===== src/rtl/polyphonic_wavetable_voice_engine_macros.svh =====
// shared assertion macros
`ifndef POLYPHONIC_WAVETABLE_VOICE_ENGINE_MACROS_SVH
`define POLYPHONIC_WAVETABLE_VOICE_ENGINE_MACROS_SVH

// condition holds in the same cycle
`define PWVE_ASSERT_SAME(lbl, a, c, msg) \
    lbl: assert property (@(posedge i_clk) disable iff (!i_rst_n) (a) |-> (c)) else $error(msg);

// condition holds in the next cycle
`define PWVE_ASSERT_NEXT(lbl, a, c, msg) \
    lbl: assert property (@(posedge i_clk) disable iff (!i_rst_n) (a) |=> (c)) else $error(msg);

`endif


===== src/rtl/pwve_pkg.sv =====
`timescale 1ns / 1ps
package pwve_pkg;

    localparam int VOICES     = 8;
    localparam int TABLE_SIZE = 256;
    localparam int WAVE_COUNT = 4;
    localparam int FADE_STEPS = 8;

    localparam logic [15:0] NOISE_SEED     = 16'hACE1;
    localparam logic [1:0]  NOISE_WAVE_RST = 2'd1;
    localparam int          DAC_OFFSET     = 2048;
    localparam int          DAC_MAX        = 4095;

    localparam logic [2:0] FN_TICK      = 3'd0;
    localparam logic [2:0] FN_NOTE_ON   = 3'd1;
    localparam logic [2:0] FN_NOTE_AUTO = 3'd2;
    localparam logic [2:0] FN_NOTE_OFF  = 3'd3;
    localparam logic [2:0] FN_GROUP_OFF = 3'd4;
    localparam logic [2:0] FN_TABLE_WR  = 3'd5;

    localparam logic CFG_PORTA = 1'b0;
    localparam logic CFG_NOISE = 1'b1;

    typedef enum logic [4:0] {
        OP_NONE,
        OP_LOAD,
        OP_TICK_INIT,
        OP_GLIDE,
        OP_PHASE,
        OP_RD0,
        OP_RD1,
        OP_INTERP,
        OP_MUL1,
        OP_MUL2,
        OP_ACC,
        OP_SCAN_INIT,
        OP_SCAN,
        OP_PICK,
        OP_NOTE_SEL,
        OP_NOTE_START,
        OP_NOTE_END,
        OP_NOTE_OFF,
        OP_GROUP_OFF,
        OP_TABLE_WR,
        OP_OUT
    } t_op;

    typedef struct packed {
        t_op  op;
        logic ptr_inc;
    } t_cmd;

    typedef struct packed {
        logic [2:0] func;
        logic       voice_active;
        logic       voice_drop;
        logic       last_voice;
        logic       note_ok;
        logic       glide_div;
        logic       div_done;
        logic       out_busy;
    } t_sts;

    // index bits taken from the top of the phase
    function automatic int table_bits(int ts);
        int b;
        b = 0;
        for (int k = 0; k < 12; k++) begin
            if ((2 << k) <= ts) b = k + 1;
        end
        return b;
    endfunction

endpackage


===== src/rtl/pwve_ctrl.sv =====
`timescale 1ns / 1ps
`include "polyphonic_wavetable_voice_engine_macros.svh"
module pwve_ctrl (
    input  logic           i_clk,
    input  logic           i_rst_n,
    input  logic           i_in_valid,
    output logic           o_in_ready,
    input  pwve_pkg::t_sts i_sts,
    output pwve_pkg::t_cmd o_cmd
);

    typedef enum logic [15:0] {
        S_IDLE     = 16'h0001,
        S_DECODE   = 16'h0002,
        S_GLIDE    = 16'h0004,
        S_PHASE    = 16'h0008,
        S_RD0      = 16'h0010,
        S_RD1      = 16'h0020,
        S_INTERP   = 16'h0040,
        S_MUL1     = 16'h0080,
        S_MUL2     = 16'h0100,
        S_ACC      = 16'h0200,
        S_SCAN     = 16'h0400,
        S_PICK     = 16'h0800,
        S_NOTE     = 16'h1000,
        S_DIV      = 16'h2000,
        S_NOTE_END = 16'h4000,
        S_OUT      = 16'h8000
    } t_state;

    t_state r_state, n_state;
    logic   w_auto;

    assign w_auto     = i_sts.func == pwve_pkg::FN_NOTE_AUTO;
    assign o_in_ready = r_state == S_IDLE;

    always_comb begin
        n_state       = r_state;
        o_cmd.op      = pwve_pkg::OP_NONE;
        o_cmd.ptr_inc = 1'b0;
        unique case (r_state)
            S_IDLE: begin
                if (i_in_valid) begin
                    o_cmd.op = pwve_pkg::OP_LOAD;
                    n_state  = S_DECODE;
                end
            end
            S_DECODE: begin
                unique case (i_sts.func)
                    pwve_pkg::FN_TICK: begin
                        o_cmd.op = pwve_pkg::OP_TICK_INIT;
                        n_state  = S_GLIDE;
                    end
                    pwve_pkg::FN_NOTE_ON: begin
                        o_cmd.op = pwve_pkg::OP_NOTE_SEL;
                        n_state  = i_sts.note_ok ? S_NOTE : S_IDLE;
                    end
                    pwve_pkg::FN_NOTE_AUTO: begin
                        o_cmd.op = pwve_pkg::OP_SCAN_INIT;
                        n_state  = S_SCAN;
                    end
                    pwve_pkg::FN_NOTE_OFF: begin
                        o_cmd.op = pwve_pkg::OP_NOTE_OFF;
                        n_state  = S_IDLE;
                    end
                    pwve_pkg::FN_GROUP_OFF: begin
                        o_cmd.op = pwve_pkg::OP_GROUP_OFF;
                        n_state  = S_IDLE;
                    end
                    pwve_pkg::FN_TABLE_WR: begin
                        o_cmd.op = pwve_pkg::OP_TABLE_WR;
                        n_state  = S_IDLE;
                    end
                    default: n_state = S_IDLE;
                endcase
            end
            S_GLIDE: begin
                o_cmd.op = pwve_pkg::OP_GLIDE;
                if (!i_sts.voice_active) begin
                    o_cmd.ptr_inc = 1'b1;
                    n_state       = i_sts.last_voice ? S_OUT : S_GLIDE;
                end else begin
                    n_state = S_PHASE;
                end
            end
            S_PHASE: begin
                o_cmd.op = pwve_pkg::OP_PHASE;
                if (i_sts.voice_drop) begin
                    o_cmd.ptr_inc = 1'b1;
                    n_state       = i_sts.last_voice ? S_OUT : S_GLIDE;
                end else begin
                    n_state = S_RD0;
                end
            end
            S_RD0: begin
                o_cmd.op = pwve_pkg::OP_RD0;
                n_state  = S_RD1;
            end
            S_RD1: begin
                o_cmd.op = pwve_pkg::OP_RD1;
                n_state  = S_INTERP;
            end
            S_INTERP: begin
                o_cmd.op = pwve_pkg::OP_INTERP;
                n_state  = S_MUL1;
            end
            S_MUL1: begin
                o_cmd.op = pwve_pkg::OP_MUL1;
                n_state  = S_MUL2;
            end
            S_MUL2: begin
                o_cmd.op = pwve_pkg::OP_MUL2;
                n_state  = S_ACC;
            end
            S_ACC: begin
                o_cmd.op      = pwve_pkg::OP_ACC;
                o_cmd.ptr_inc = 1'b1;
                n_state       = i_sts.last_voice ? S_OUT : S_GLIDE;
            end
            S_SCAN: begin
                o_cmd.op      = pwve_pkg::OP_SCAN;
                o_cmd.ptr_inc = 1'b1;
                n_state       = i_sts.last_voice ? S_PICK : S_SCAN;
            end
            S_PICK: begin
                o_cmd.op = pwve_pkg::OP_PICK;
                n_state  = S_NOTE;
            end
            S_NOTE: begin
                o_cmd.op = pwve_pkg::OP_NOTE_START;
                if (i_sts.glide_div)
                    n_state = S_DIV;
                else
                    n_state = w_auto ? S_OUT : S_IDLE;
            end
            S_DIV: begin
                if (i_sts.div_done) n_state = S_NOTE_END;
            end
            S_NOTE_END: begin
                o_cmd.op = pwve_pkg::OP_NOTE_END;
                n_state  = w_auto ? S_OUT : S_IDLE;
            end
            S_OUT: begin
                if (!i_sts.out_busy) begin
                    o_cmd.op = pwve_pkg::OP_OUT;
                    n_state  = S_IDLE;
                end
            end
            default: n_state = S_IDLE;
        endcase
    end

    always_ff @(posedge i_clk) begin
        if (!i_rst_n) begin
            r_state <= S_IDLE;
        end else begin
            r_state <= n_state;
        end
    end

    `PWVE_ASSERT_NEXT(a_load_decode, (r_state == S_IDLE) && i_in_valid, r_state == S_DECODE, "transaction not decoded")
    `PWVE_ASSERT_NEXT(a_div_end, (r_state == S_DIV) && i_sts.div_done, r_state == S_NOTE_END, "glide step not written")
    `PWVE_ASSERT_SAME(a_out_free, o_cmd.op == pwve_pkg::OP_OUT, !i_sts.out_busy && (r_state == S_OUT), "result overwrote pending one")

endmodule


===== config.mk =====
export PLATFORM = sky130hd
export DESIGN_NAME = pwve_ctrl
export DESIGN_NICKNAME = d
export VERILOG_FILES = /design/src/rtl/pwve_pkg.sv /design/src/rtl/pwve_ctrl.sv
export VERILOG_INCLUDE_DIRS = /design/src /design/src/rtl
export SDC_FILE = /design/constraint.sdc
export NUM_CORES = 1
export LEC_CHECK = 0
export BUFFER_PORTS_ARGS = -buffer_cell sky130_fd_sc_hd__buf_2
export CAP_MARGIN = 20
export CORE_MARGIN = 2
export CORE_UTILIZATION = 38
export CTS_BUF_LIST = sky130_fd_sc_hd__clkbuf_8 sky130_fd_sc_hd__clkbuf_16
export CTS_CLUSTER_SIZE = 30
export DETAILED_ROUTE_END_ITERATION = 12
export HOLD_SLACK_MARGIN = 0.05
export PLACE_DENSITY = 0.68
export SYNTH_ARGS = -nofsm -noshare
export SYNTH_HDL_FRONTEND = slang
export SYNTH_SLANG_ARGS = --single-unit

===== constraint.sdc =====
create_clock -name i_clk -period 2.5 [get_ports i_clk]
set_input_delay 0.25 -clock i_clk [delete_from_list [all_inputs] [get_ports i_clk]]
set_output_delay 0.25 -clock i_clk [all_outputs]
set_load 0.01 [all_outputs]

After elaboration in Yosys (flattened, before gate mapping):

Index checks and enable logic that the tools add are counted.

* memory bits (writable): 0
* bits in registers: 16
* memory bits (read-only): 0
* bits in latches: 0
* memories: 0
* logic and storage cells: 47

* $lt $le $gt $ge: 0
* divide/modulo/power cells: 0
* reductions and logical operators: 3
* shift-type cells: 0
* eq/ne operators: 24
* muxes and demuxes: 19
* bitwise logic cells: 0
* multipliers: 0
* $add $sub $neg: 0

Operators by type and width (number)
* $pmux 16 s16: 1
* $mux 16: 8
* $pmux 5 s15: 1
* $pmux 13 s3: 1
* $pmux 5 s6: 1
* $eq 16x1->1 const B: 1
* $eq 16x10->1 const B: 1
* $eq 16x11->1 const B: 1
* $eq 16x12->1 const B: 1
* $eq 16x13->1 const B: 1
* $eq 16x14->1 const B: 1
* $eq 16x15->1 const B: 1
* $eq 16x16->1 const B: 1
* $eq 16x2->1 const B: 1
* $eq 16x3->1 const B: 1
* $eq 16x4->1 const B: 1
* $eq 16x5->1 const B: 1
* $eq 16x6->1 const B: 1
* $eq 16x7->1 const B: 1
* $eq 16x8->1 const B: 1
* $eq 16x9->1 const B: 1
* $mux 13: 1
* $mux 12: 1
* $eq 3x2->1 const B: 2
* other kinds (9): 14

Depth between registers and ports, before layout:

* word-level depth: 4
* mapped depth: 7
* gate-level depth less buffers: 5

Worst setup path after synthesis:

No wires, ideal clock.

* path kind: register to output
* from: reg r_state[3]
* to: out o_cmd[5] (netlist bit)
* stages on the path, launching flop included: 6
* required time: 2.250 ns
* slack: 0.597 ns
* data arrival time: 1.653 ns
* buffers on the path: 1
* path through: dfxtp_1 > buf_2 > nor4_4 > nand3_1 > or4_1 > o21ai_1

RTL lines
* start, declared: line pwve_ctrl.sv:31 `t_state r_state, n_state;`
* start signal, assigned: line pwve_ctrl.sv:157 `r_state <= n_state;`
* end, declared: line pwve_ctrl.sv:9 `output pwve_pkg::t_cmd o_cmd`

==> impl_metrics.ini <==
[timing]
tightestPinTransition_ps = 550
rsz0062_at_grt = false
slew_viol_final = 0
max_freq_mhz = 411
tns_ps = 0
finClkSkew_ps = 4.81
relSlewSlack_pct = 63.2
hold_violations = 0
min_period_over_period_pct = 97.3
holdWs_ps = 168
period_needed_ps = 2430
setup_viol = 0

[yosys]
ys_seq_area_share_pct = 24.5
synth_top_area_share_pct = 24.5
ys_ff_latch = 16
syn-num-nets = 173
synth_edf_count = 0
ys_types = 50
async_flop_share_pct = 0
syn_area_per_cell_um2 = 8.16
yosysWarnings = 0
yosysTopAreaCell = dfxtp_1
synthFlopType = dfxtp_1
syn_inst = 160
synthTopCellsByArea = dfxtp_1 (25%), nor4_4 (6.5%), nand2_1 (4.0%)
synthesis.area_um2 = 1310

[clock_network]
clk_latency_ps = 250
htreeDepth = 1
cts_hold_buf = 0
cts_tree = yes
root_buffer = clkbuf_8
clock_sinks = 16
clkTransAtPathRegs_ps = 60
clock_path_buffers = 2
cts_made_buffers = 3

[worst_setup_path]
worstSetupPathType = flip-flop to primary output
crit_required_ps = 2250
cp_max_fo = 9
start_kind = flip-flop
r2r-start = r_state[9]
endpoint_kind = primary output
reg2regPathDepth = 5
rr_endpoint = r_state[8]
cp-startpoint = r_state[2]
worst_ep_arrival_time_ps = 2180
rrSetupSlack_ps = 510

[cells_and_area]
final_area_um2 = 1490
drive_gt1_share_pct = 26.4
synthToLayoutAreaGrowth_pct = 14.4
largestRegisters = r_state: 16 flops
layout.nets = 189
n_antenna_cell = 0
largest_reg_flops = 16
top_register = r_state

[routing]
drc = 0
ant_nets = 0
wl_per_cell_um = 15.0
viasPerCell = 5.99
drt-total-wl_um = 3310
dr.first_iter.drc_count = 126
vias = 1317
firstDrtPassIters = 4

[run_status]
status = completed

[floorplan]
fp-row-count = 21
start_util_pct = 39.4
dieArea_um2 = 3920
die-width_um = 62.6
ios = 20
die_height_um = 62.6
core_um2 = 3310

[place]
finalWeightedCongestion = 0.902
hpwl_um = 2510
io_buffers = 19
dpl_cell_area_um2 = 1400

[global_route]
grt_pass1_vias = 1190
antenna_found_initial = 0
track_usage_pct = 17.3
grt_max_degree = 15
grt_pass1_wl_um = 5460
grt.overflow.total = 0

[min_path]
hold_class = input pin to flip-flop
holdPathStages = 2
hold_start = i_sts[5]
hold_end = r_state[4]

[pwr]
p_leak_nw = 0.574
power.internal_uw = 407
seq_power_share_pct = 48.6
power.total_uw = 555
switching_share_pct = 26.7
combinationalPowerShare_pct = 17.1
power.switching_uw = 148
powerDensity_nw_per_um2 = 371
ir_drop_v = 0.000178
pwr-share-clk_pct = 34.3

[flow_run]
max-cap-violations = 0
Yosys cell counts (5+ instances only):
cell / number
buf_2: 5
dfxtp_1: 16
inv_1: 5
nand2_1: 14
nand3_1: 6
nand4_1: 5
nor2_1: 9
nor2b_1: 5
nor3_1: 6
nor3b_1: 5
nor4_1: 5
nor4b_1: 5
metrics by stage:
stage | utilization [%] | worst slack (ps) | instances
global placement | 42.3 | 359 | 214
floorplan | - | 597 | 160
global route | 45.1 | 3.07 | 220
detailed placement | 42.3 | 253 | 214
CTS | 43.5 | 36.4 | 217
finish | 45.1 | 66.4 | 220
area by class of cell:
cell class / count / area, µm²
inverters: 5 / 18.8
repair buffers: 22 / 118
flip-flops and latches: 16 / 330
multi-input cells: 128 / 927
fillers: 341 / 1820
well taps: 46 / 57.6
clock buffers: 3 / 41.3
metal layers:
metal	routed length, µm	up-vias	track usage, %
li1	-	638	-
met2	1500	53	25.9
met5	0	-	0
met1	1530	619	24.6
met4	54	0	5.83
met3	226	7	3.42
timing repair:
action                     4_1_cts  5_1_grt
resized for setup                0       10
hold endpoints to repair         0        0
pin swaps                        1        3
gates cloned                     0        1
buffers inserted                 0        2
setup endpoints to repair        1        5
cells in the final DEF (no fill, tap or decap), types with 4 or more instances in the layout:
cell type   n
nand3_1     6
a21oi_1     4
nor2_1      9
xnor2_1     4
nor2b_1     5
o21ai_0     4
inv_1       5
and3_1      4
nor4_1      5
dfxtp_1     8
buf_2      19
nor4_4      4
nor3b_1     5
dfxtp_2     8
nand4_1     5
nor3_1      6
nand2_1    14
nor4b_1     4
critical path, cell delays in order (launching register included):
cell and delay, ps:
dfxtp_2 440, nor4_4 50, buf_4 160, buf_4 140, nor2b_1 130, nand4_1 150, nand3_1 150, or4_1 550
buf_2 160
power by group through the flow:
stage          sequential, mW  clock [mW]  combinational (mW)
3_5_place_dp            0.273           0              0.0919
6_report                0.270       0.190              0.0946
5_1_grt                 0.271       0.213               0.104
2_1_floorplan           0.267           0              0.0657
3_3_place_gp            0.272           0              0.0912
4_1_cts                 0.267       0.198              0.0924
worst max-delay path by stage:
stage,slack [ps],end,cells after the start
finish,70,o_cmd[3],8
global placement,360,o_cmd[5],5
detailed placement,250,o_cmd[5],5
global route,3,o_cmd[3],8
CTS,40,o_cmd[5],5
floorplan,600,o_cmd[5],5
logic make-up (layout without fill, tap and decap cells):
family	Yosys count	after routing	synth area share (%)
flops	16	16	24.5
simple gates	91	92	48.6
compound gates	29	29	15.4
buf+inv	17	30	6.52
xor+xnor	6	6	4.03
mux	1	1	0.863
Note: power is estimated with default switching activity, not from simulation.
